## src/hdl/vertical_multitap_line_filter_defines.svh

```systemverilog
// Assertion macros shared by the line filter RTL.
// Included by the modules that carry concurrent checks; no other dependencies.
`ifndef VERTICAL_MULTITAP_LINE_FILTER_DEFINES_SVH
`define VERTICAL_MULTITAP_LINE_FILTER_DEFINES_SVH

`ifndef SYNTHESIS

// antecedent implies consequent on every clock outside reset
`define VMLF_ASSERT_IMPL(lbl, ante, cons, msg) \
	lbl: assert property (@(posedge clk) disable iff (!arst_n) (ante) |-> (cons)) \
		else $error(msg);

// antecedent implies consequent on the following clock
`define VMLF_ASSERT_NEXT(lbl, ante, cons, msg) \
	lbl: assert property (@(posedge clk) disable iff (!arst_n) (ante) |=> (cons)) \
		else $error(msg);

// condition must never hold outside reset
`define VMLF_ASSERT_NEVER(lbl, cond, msg) \
	lbl: assert property (@(posedge clk) disable iff (!arst_n) !(cond)) \
		else $error(msg);

`else

`define VMLF_ASSERT_IMPL(lbl, ante, cons, msg)
`define VMLF_ASSERT_NEXT(lbl, ante, cons, msg)
`define VMLF_ASSERT_NEVER(lbl, cond, msg)

`endif

`endif

```

## src/hdl/vmlf_pkg.sv

```systemverilog
// Shared types, constants and helpers of the vertical line filter.
// No dependencies; used by the result queue and the top level.
package vmlf_pkg;

	localparam int LINE_MAX_DEF = 4096;

	localparam int COL_W   = 12;
	localparam int SMP_W   = 16;
	localparam int SUM_W   = 32;
	localparam int PIX_W   = 8;

	localparam logic [SUM_W-1:0] ROUND_BIAS = 32'h0004_0000;
	localparam int OUT_SHIFT = 19;

	// result queue: four entries, pointers wrap naturally
	localparam int QDEPTH   = 4;
	localparam int QPTR_W   = 2;
	localparam int QCNT_W   = 3;

	typedef struct packed {
		logic [COL_W-1:0] column;
		logic [PIX_W-1:0] pixel;
	} result_t;

	// Conditional subtracts of m << k for k = k_hi down to k_lo.
	// Two calls (upper and lower half of the shifts) give v mod m.
	function automatic logic [COL_W-1:0] mod_reduce(input logic [COL_W-1:0] v,
			input int unsigned m, input int k_hi, input int k_lo);
		logic [COL_W-1:0] r;
		logic [31:0] step;
		r = v;
		for (int k = k_hi; k >= k_lo; k--) begin
			step = 32'(m) << k;
			if (32'(r) >= step)
				r = r - step[COL_W-1:0];
		end
		return r;
	endfunction

	// sum >> 19 clamped to 0..255; negative sums give zero
	function automatic logic [PIX_W-1:0] to_pixel(input logic [SUM_W-1:0] sum);
		logic [PIX_W-1:0] p;
		if (sum[SUM_W-1])
			p = '0;
		else if (|sum[SUM_W-2:OUT_SHIFT+PIX_W])
			p = '1;
		else
			p = sum[OUT_SHIFT+PIX_W-1:OUT_SHIFT];
		return p;
	endfunction

endpackage

```

## src/hdl/vmlf_result_fifo.sv

```systemverilog
// Four-entry queue holding finished pixels until the output side takes them.
// Depends on vmlf_pkg and the assertion macro header.
`include "vertical_multitap_line_filter_defines.svh"

module vmlf_result_fifo (
	input  logic                        clk,
	input  logic                        arst_n,
	input  logic                        push,
	input  vmlf_pkg::result_t           push_data,
	input  logic                        stall,
	output logic                        valid,
	output vmlf_pkg::result_t           head,
	output logic [vmlf_pkg::QCNT_W-1:0] count
);

	vmlf_pkg::result_t                 entry_q [vmlf_pkg::QDEPTH];
	logic [vmlf_pkg::QPTR_W-1:0]       wr_ptr_q;
	logic [vmlf_pkg::QPTR_W-1:0]       rd_ptr_q;
	logic [vmlf_pkg::QCNT_W-1:0]       count_q;
	logic                              pop;

	assign valid = (count_q != '0);
	assign head  = entry_q[rd_ptr_q];
	assign count = count_q;
	assign pop   = valid && !stall;

	always_ff @(posedge clk) begin
		if (push)
			entry_q[wr_ptr_q] <= push_data;
	end

	always_ff @(posedge clk or negedge arst_n) begin
		if (!arst_n) begin
			wr_ptr_q <= '0;
			rd_ptr_q <= '0;
			count_q  <= '0;
		end else begin
			if (push)
				wr_ptr_q <= wr_ptr_q + 1'b1;
			if (pop)
				rd_ptr_q <= rd_ptr_q + 1'b1;
			case ({push, pop})
				2'b10:   count_q <= count_q + 1'b1;
				2'b01:   count_q <= count_q - 1'b1;
				default: count_q <= count_q;
			endcase
		end
	end

	`VMLF_ASSERT_NEVER(a_no_overflow, push && !pop && (count_q == vmlf_pkg::QCNT_W'(vmlf_pkg::QDEPTH)), "result queue overflow")
	`VMLF_ASSERT_NEVER(a_count_range, count_q > vmlf_pkg::QCNT_W'(vmlf_pkg::QDEPTH), "queue count beyond depth")
	`VMLF_ASSERT_NEXT(a_push_shows, push && (count_q == '0), valid && (head == $past(push_data)), "pushed pixel not at head")

endmodule

```

## config.mk

```make
export PLATFORM = sky130hd
export DESIGN_NAME = vmlf_result_fifo
export DESIGN_NICKNAME = d
export VERILOG_FILES = /design/src/hdl/vmlf_pkg.sv /design/src/hdl/vmlf_result_fifo.sv
export VERILOG_INCLUDE_DIRS = /design/src /design/src/hdl
export SDC_FILE = /design/constraint.sdc
export NUM_CORES = 1
export LEC_CHECK = 0
export ABC_AREA = 1
export BUFFER_PORTS_ARGS = -buffer_cell sky130_fd_sc_hd__buf_2
export CORE_ASPECT_RATIO = 2
export CORE_MARGIN = 2
export CORE_UTILIZATION = 41
export DETAILED_ROUTE_END_ITERATION = 8
export GPL_TIMING_DRIVEN = 0
export SYNTH_ARGS = -nofsm -noshare
export SYNTH_HDL_FRONTEND = slang
export SYNTH_SLANG_ARGS = --single-unit
```

## constraint.sdc

```tcl
create_clock -name clk -period 2.25 [get_ports clk]
set_input_delay 0.45 -clock clk [delete_from_list [all_inputs] [get_ports clk]]
set_output_delay 0.45 -clock clk [all_outputs]
set_load 0.1 [all_outputs]
```

==> results of run 1 <==
==> critical path: cells and delay by family, from the launching register on <==
kind | cells | cell delay [ps]
AOI/OAI and AO/OA | 1 | 140
buffers and inverters | 3 | 760
DFF | 1 | 420
and+or+nand+nor | 1 | 70
==> sequential cells by signal, summed over array words and instances (netlist names) <==
name and count:
entry_q 80, count 3, rd_ptr_q 2, wr_ptr_q 2
==> timing repair <==
| item | in CTS | in global routing |
|---|---|---|
| hold endpoints to repair | 7 | 0 |
| hold buffers | 1 | 0 |
| endpoints found under the setup margin | 0 | 11 |
| gates resized for setup | 0 | 11 |
==> worst min-delay path by stage <==
stage | from | to | slack [ps] | depth (start not counted)
2_1_floorplan | arst_n | count[0] | 150 | 0
3_3_place_gp | arst_n | rd_ptr_q[0] | 300 | 1
3_5_place_dp | arst_n | rd_ptr_q[0] | 300 | 1
4_1_cts | push_data[6] | entry_q[1][6] | 320 | 1
5_1_grt | push_data[6] | entry_q[2][6] | 320 | 1
6_report | push_data[16] | entry_q[2][16] | 340 | 1
==> per-stage QoR <==
step	setup WS [ps]	hold WS (ps)	utilization [%]
after floorplan	-46.3	154	-
after global placement	413	297	46.5
after detailed placement	386	299	46.5
after CTS	20.9	320	50.1
after global routing	4.51	325	50.4
final	78.5	337	50.4
==> metal layers <==
metal	global-route usage (%)	up-vias	part of all wire [%]
li1	-	1092	-
met1	15.0	1049	38
met2	28.8	50	56
met3	4.10	11	4.0
met4	8.39	0	2.3
met5	0	-	0
==> cell type report <==
| cell class | count | area (sq um) | area share [%] |
|---|---|---|---|
| Sequential cell | 87 | 2580 | 59.2 |
| Inverter | 57 | 216 | 4.97 |
| Clock buffer | 9 | 225 | 5.17 |
| Clock inverter | 7 | 72.6 | 1.66 |
| Multi-Input combinational cell | 132 | 753 | 17.3 |
| Tap cell | 100 | 125 | 2.87 |
| Buffer | 13 | 118 | 2.70 |
| Timing Repair Buffer | 47 | 268 | 6.14 |
==> cell usage in the layout (no fill, tap or decap), types with 4 or more instances in the layout <==
cell,synthesis,layout
edfxtp_1,80,80
nand2_1,76,76
inv_1,55,55
buf_2,5,40
o211ai_1,37,37
clkbuf_4,0,11
clkbuf_16,0,9
buf_6,7,7
ha_1,5,5
dfrtp_1,7,4
==> kinds of logic after synthesis <==
| group | after synthesis | synth area share (%) |
|---|---|---|
| DFF | 87 | 70.6 |
| and+or+nand+nor | 82 | 8.63 |
| buffers and inverters | 70 | 9.15 |
| AOI/OAI and AO/OA | 42 | 8.91 |
| adders and majority gates | 6 | 2.26 |
| xor gates and xnor gates | 2 | 0.480 |
==> metrics.cfg, run 1 <==
[sta]
layout_min_cycle_time_ps=2170
rsz0062_at_grt=no
worst_pin_slew_ps=920
hold_viol_final=0
setup_viol=0
finalMaxSlewViolations=0
tns_ps=0
fin_skew_ps=3.04
fin_crit_sh_pct=96.5
max_clock_freq_ghz=0.461
slew_headroom_pct=38.6

[place]
dp_hpwl_um=4810
dpl.cell_count=435
place_area_sq_um=4020
portBuffers=46
routabilityCongestion=0.735

[grt]
grt_overflow_total=0
grt_pass1_vias=2158
grt_max_degree=21
grt_usage_pct=15.4
antenna_found_initial=0
grt_pass1_wl_um=10700

[routing]
wirelength_um=7120
route.vias.total=2202
drtPass1Iterations=4
drc=0
via_per_inst=4.87
drt.antenna.violating_nets=0
drtIter0Drc=109
wl_per_cell_um=15.7

[logic_synthesis]
yosys_register_bits=87
yosysSeqAreaShare_pct=70.6
synth_top_area_share_pct=65.8
synth_edf_count=80
synthCells=289
ys_types=19
synthesis.area_sq_um=3650
yosys_warnings=0
synth_nets=319
synth.most_common_cell=edfxtp_1
synthArstFlopShare_pct=8.05
avgSynthCellArea_sq_um=12.6
synth_top_area_cell=edfxtp_1
ys_top_cells_by_count=edfxtp_1, nand2_1, inv_1
synthFlopType=edfxtp_1
synth.area.top_cells=edfxtp_1, nand2_1, o211ai_1

[worst_setup_path]
crit_path_start=rd_ptr_q[1]
r2r.worst_path.cells=4
critPathKind=flip-flop to output pin
critPathLaunchType=flip-flop
crit_path_end_kind=output pin
crit_required_ps=1800
crit_top_cell=buf_2
cp_slowest_cell=dfrtp_1
endpoint=head[18]
r2r-start=wr_ptr_q[0]
crit_arrival_ps=1720
cp_max_fo=10
reg2reg_setup_slack_ps=500
reg2reg_to=entry_q[2][1]
worstPathCellList=inv_2 > buf_2 > o211ai_2 > nand2_1 > buf_2
worst_path_largest_cell_delay_ps=420

[clock_tree]
cts_tree=built
path_clk_slew_ps=60
clk_latency_ps=330
cts_sinks=87
cts_setup_buffers=0
numCtsBuffers=9
cts-root-buf=clkbuf_16
cts_buffer_depth=2
h-tree-depth=3

[layout]
num-nets-final=377
final_cells=452
area_growth_pct=19.4
drive_above_1_share_pct=23.9
diodes=0
fillCellCount=755
finalInstanceArea_sq_um=4360

[min_path]
min-delay-path-class=input port to flip-flop

[run]
maxCapViolCount=0

[floorplan]
initial_core_util_pct=42.2
die_h_um=137
core.rowCount=48
ioPinCount=48
core-area_sq_um=8650
dieArea_sq_um=9720
die_w_um=70.7

[run_status]
status=completed

Power of run 1 is left out: the tool's default activity adds up to more than one toggle a clock period on the data nets, which glitch-free logic cannot reach.
==> run 2, diff against run 1 <==
ABC_AREA = unset   (was 1)
==> metrics.cfg, run 2 <==
[sta]
layout_min_cycle_time_ps=2200  ; was 2170 ps
fin_skew_ps=5.60  ; was 3.04 ps
max_clock_freq_ghz=0.455  ; was 0.461 GHz
fin_ws_ps=50.7  ; was 78.5 ps
fin_crit_sh_pct=97.7  ; was 96.5%
setup_viol=0  ; unchanged
finalMaxSlewViolations=0  ; unchanged
worst_pin_slew_ps=1100  ; was 920 ps
hold_viol_final=0  ; unchanged
rsz0062_at_grt=yes  ; was no
slew_headroom_pct=26.9  ; was 38.6%

[place]
dp_hpwl_um=3790  ; was 4810 um
portBuffers=47  ; was 46
routabilityCongestion=0.684  ; was 0.735
place_ws_ps=264  ; was 386 ps

[run_status]
status=completed  ; unchanged

[layout]
regMostFlops=entry_q  ; unchanged
largest_reg_flops=80  ; unchanged
num-nets-final=230  ; was 377
final_common_cell=edfxtp_1  ; unchanged
diodes=0  ; unchanged
drive_above_1_share_pct=43.9  ; was 23.9%
final_cell_mix=edfxtp_1, buf_2, mux4_2, buf_4, clkbuf_16  ; was edfxtp_1, nand2_1, inv_1
area_growth_pct=20.9  ; was 19.4%

[logic_synthesis]
ys_top_cells_by_count=edfxtp_1, mux4_2, dfrtp_1, inv_1  ; was edfxtp_1, nand2_1, inv_1
yosys_warnings=0  ; unchanged
synth_nets=171  ; was 319
synthCells=141  ; was 289
synthArstFlopShare_pct=8.05  ; unchanged
synthesis.area_sq_um=3300  ; was 3650 sq um
synthFlopType=edfxtp_1  ; unchanged
yosys_register_bits=87  ; unchanged
ys_types=18  ; was 19
synth_top_area_cell=edfxtp_1  ; unchanged
avgSynthCellArea_sq_um=23.4  ; was 12.6 sq um
synth_edf_count=80  ; unchanged
synth.area.top_cells=edfxtp_1, mux4_2, dfrtp_1  ; was edfxtp_1, nand2_1, o211ai_1
synth_top_area_share_pct=72.8  ; was 65.8%
synth.most_common_cell=edfxtp_1  ; unchanged
yosysSeqAreaShare_pct=78.1  ; was 70.6%

[floorplan]
die_w_um=67.4  ; was 70.7 um
core-area_sq_um=7890  ; was 8650 sq um
core.rowCount=46  ; was 48
initial_core_util_pct=41.8  ; was 42.2%
dieArea_sq_um=8820  ; was 9720 sq um
die_h_um=131  ; was 137 um
ioPinCount=48  ; unchanged

[routing]
wirelength_um=5600  ; was 7120 um
via_per_inst=5.09  ; was 4.87
wl_per_cell_um=18.6  ; was 15.7 um
dr_wl_met3_um=213  ; was 288 um
route.vias.total=1533  ; was 2,202
drt.antenna.violating_nets=0  ; unchanged
drtPass1Iterations=4  ; unchanged
highest_layer=met4  ; unchanged
drc=0  ; unchanged
met2_length_um=3360  ; was 3960 um
wl_met1_um=1900  ; was 2700 um
drtIter0Drc=29  ; was 109

[grt]
antenna_found_initial=0  ; unchanged
grt_overflow_total=0  ; unchanged
grt_pass1_wl_um=8580  ; was 10,700 um
grt_max_degree=21  ; unchanged
grt_pass1_vias=1699  ; was 2,158
grt_usage_pct=14.6  ; was 15.4%

[worst_setup_path]
crit_path_end_kind=output pin  ; unchanged
crit_required_ps=1800  ; about the same
worst_path_largest_cell_delay_ps=540  ; was 420 ps
cp_max_fo=10  ; unchanged
worstPathCellList=buf_6 > mux4_2 > buf_4  ; was inv_2 > buf_2 > o211ai_2 > nand2_1 > buf_2
crit_arrival_ps=1750  ; was 1720 ps
cp_slowest_cell=mux4_2  ; was dfrtp_1
critPathKind=flip-flop to output pin  ; unchanged
critPathLaunchType=flip-flop  ; unchanged

[clock_tree]
cts-root-buf=clkbuf_16  ; unchanged
cts_buffer_depth=2  ; unchanged
cts_sinks=87  ; unchanged
clk_latency_ps=330  ; about the same
cts_setup_buffers=0  ; unchanged
path_clk_slew_ps=60  ; about the same
h-tree-depth=3  ; unchanged
numCtsBuffers=9  ; unchanged
cts_tree=built  ; unchanged

[min_path]
min-delay-path-class=input port to flip-flop  ; unchanged

[run]
maxCapViolCount=0  ; unchanged

==> run 2: critical path: cells and delay by family (launching register included) <==
kind,cells,cell delay [ps]
multiplexers,1,540
flip-flops,1,420
buffers and inverters,2,450
==> run 2: what timing repair did <==
action / 4_1_cts / 5_1_grt
gates cloned: 0 / 0
hold endpoints to repair: 7 / 0
hold buffers: 1 / 0
endpoints found under the setup margin: 18 / 8
pin swaps: 0 / 0
resized for setup: 19 / 0
==> run 2: logic make-up (layout without fill, tap and decap cells) <==
group                      after synthesis  count (layout)  share of synthesized area [%]
AOI/OAI and AO/OA                        1               1                          0.152
DFF                                     87              87                           78.1
adders and majority gates                6               6                           2.50
xor gates and xnor gates                 6               6                           1.59
muxes                                   21              21                           14.2
and+or+nand+nor                          9               9                           1.63
buffers and inverters                   11              75                           1.78
==> run 2: cell type report <==
class	count	area, sq um
Inverter	7	26.3
Multi-Input combinational cell	43	662
Clock inverter	7	48.8
Clock buffer	9	225
Sequential cell	87	2580
Timing Repair Buffer	48	290
Tap cell	96	120
Fill cell	646	3900
Buffer	4	32.5
==> run 2: final timing paths <==
check | from | to | slack, ps | cells past startpoint
worst min-delay path | push_data[1] | entry_q[0][1] | 340 | 1
max in group asynchronous | arst_n | count[2] | 1580 | 2
min in group asynchronous | arst_n | count[0] | 500 | 2
worst min register to register | count[0] | count[0] | 500 | 1
worst max register to register | count[0] | count[2] | 330 | 8
worst max-delay path | rd_ptr_q[0] | head[12] | 50 | 3
==> run 2: per-stage QoR <==
| step | std cells | instance area, sq um | utilization [%] | setup TNS, ps | hold WS (ps) |
|---|---|---|---|---|---|
| 2_1_floorplan | 141 | 3300 | - | 0 | 154 |
| 3_3_place_gp | 284 | 3660 | 46.4 | 0 | 284 |
| 3_5_place_dp | 284 | 3660 | 46.4 | 0 | 296 |
| 4_1_cts | 301 | 3990 | 50.6 | 0 | 317 |
| 5_1_grt | 301 | 3990 | 50.6 | -41.8 | 319 |
| 6_report | 301 | 3990 | 50.6 | 0 | 338 |
==> run 2: metal layers <==
metal | vias to the layer above | track usage [%]
met5 | - | 0
met4 | 0 | 8.52
met3 | 10 | 3.94
met2 | 41 | 26.8
met1 | 793 | 13.8
li1 | 689 | -
Power of run 2 is left out for the same reason.
==> run 3, diff against run 2 <==
CORE_UTILIZATION = 55   (was 41)
PLACE_DENSITY_LB_ADDON = 0.05   (was unset)
SLEW_MARGIN = 20   (was unset)
==> metrics.cfg, run 3 (synthesis results as in run 2) <==
[layout]
final_util_pct=68.4  ; was 50.6%
num-nets-final=230  ; unchanged
area_growth_pct=19.5  ; was 20.9%
final_common_cell=edfxtp_1  ; unchanged
fillCellCount=403  ; was 646
largest_reg_flops=80  ; unchanged
multi_input_area_sq_um=663  ; was 662 sq um
regMostFlops=entry_q  ; unchanged
diodes=0  ; unchanged
final_cell_mix=edfxtp_1, buf_2, mux4_2, buf_4, clkbuf_16  ; unchanged
register_area_sq_um=2580  ; unchanged
drive_above_1_share_pct=41.9  ; was 43.9%

[sta]
fin_crit_sh_pct=96.7  ; was 97.7%
setup_viol=0  ; unchanged
worst_pin_slew_ps=1030  ; was 1100 ps
rsz0062_at_grt=no  ; was yes
fin_skew_ps=2.94  ; was 5.60 ps
tns_ps=0  ; unchanged
slew_headroom_pct=31.5  ; was 26.9%
layout_min_cycle_time_ps=2180  ; was 2200 ps
hold_viol_final=0  ; unchanged
finalMaxSlewViolations=0  ; unchanged
fin_ws_ps=74.3  ; was 50.7 ps
max_clock_freq_ghz=0.460  ; was 0.455 GHz

[grt]
grt_max_degree=21  ; unchanged
grt_overflow_total=0  ; unchanged
grt_pass1_wl_um=8380  ; was 8580 um
grt_usage_pct=18.1  ; was 14.6%
grt_pass1_vias=1684  ; was 1,699
antenna_found_initial=0  ; unchanged

[worst_setup_path]
crit_path_end_kind=output pin  ; unchanged
critPathLaunchType=flip-flop  ; unchanged
critPathKind=flip-flop to output pin  ; unchanged
cp_max_fo=10  ; unchanged
crit_required_ps=1800  ; about the same
crit_arrival_ps=1730  ; was 1750 ps

[clock_tree]
cts_sinks=87  ; unchanged
clk_latency_ps=330  ; about the same
path_clk_slew_ps=50  ; was 60 ps
numCtsBuffers=9  ; unchanged
cts_tree=built  ; unchanged
cts-root-buf=clkbuf_16  ; unchanged
h-tree-depth=3  ; unchanged
cts_buffer_depth=2  ; unchanged

[routing]
wl_per_cell_um=19.6  ; was 18.6 um
drtIter0Drc=66  ; was 29
drtPass1Iterations=7  ; was 4
drc=4  ; was 0
route.vias.total=1537  ; was 1,533
drt.antenna.violating_nets=0  ; unchanged
wirelength_um=5170  ; was 5600 um
via_per_inst=5.82  ; was 5.09

[floorplan]
die_w_um=58.8  ; was 67.4 um
dieArea_sq_um=6670  ; was 8820 sq um
initial_core_util_pct=57.3  ; was 41.8%
core.rowCount=39  ; was 46
die_h_um=114  ; was 131 um
core-area_sq_um=5760  ; was 7890 sq um
ioPinCount=48  ; unchanged

[place]
routabilityCongestion=0.677  ; was 0.684
portBuffers=47  ; unchanged
dp_hpwl_um=3390  ; was 3790 um
place_ws_ps=309  ; was 264 ps

[run_status]
failed_checks=design-rule violations
status=complete, but fails checks  ; was completed

[min_path]
min-delay-path-class=input port to flip-flop  ; unchanged

[run]
maxCapViolCount=0  ; unchanged

==> run 3: changes by cell type in the layout (fill, tap and decap cells not counted), sizes merged <==
cell,change
clkinv,-4
bufinv,+1
clkinvlp,-1
clkbuf,+3
inv,-1
==> run 3: what timing repair did <==
item                                    in CTS  in global routing
endpoints found under the setup margin      18                 18
hold buffers                                 1                  0
gates cloned                                 0                  0
resized for setup                           18                  1
hold endpoints to repair                     7                  0
setup buffers                                0                  0
==> run 3: layout make-up <==
| class | count | share of cell area, % |
|---|---|---|
| Multi-Input combinational cell | 43 | 16.8 |
| Tap cell | 61 | 1.94 |
| Sequential cell | 87 | 65.5 |
| Clock buffer | 12 | 6.00 |
| Buffer | 4 | 0.825 |
| Clock inverter | 2 | 0.857 |
| Inverter | 7 | 0.667 |
| Timing Repair Buffer | 48 | 7.37 |
==> run 3: per-stage QoR <==
step                      instance area, sq um  hold WS (ps)  instances
after floorplan                           3300           154        141
after global placement                    3610           289        249
after detailed placement                  3610           297        249
after CTS                                 3940           320        264
after global routing                      3940           326        264
final                                     3940           333        264
==> run 3: final timing paths <==
| path | from | end | slack (ps) | cells after the start |
|---|---|---|---|---|
| worst min-delay path | push_data[13] | entry_q[3][13] | 330 | 1 |
| worst max-delay path | rd_ptr_q[0] | head[12] | 70 | 3 |
| max in group asynchronous | arst_n | rd_ptr_q[0] | 1580 | 2 |
| worst min register to register | count[2] | count[2] | 490 | 1 |
| worst max register to register | count[0] | count[2] | 370 | 8 |
| min in group asynchronous | arst_n | wr_ptr_q[0] | 490 | 2 |
==> run 3: layer usage <==
layer	track usage (%)	vias up	wire length, um	part of all wire, %
met5	0	-	0	0
met3	6.35	8	286	5.5
met1	19.2	788	1780	34
met2	31.3	52	3020	58
met4	8.48	0	93	1.8
li1	-	689	-	-
==> run 3: worst max-delay path: stages (launching register included) <==
cell     delay, ps
dfrtp_2        410
buf_6          200
mux4_2         530
buf_4          250
Power of run 3 is left out for the same reason.
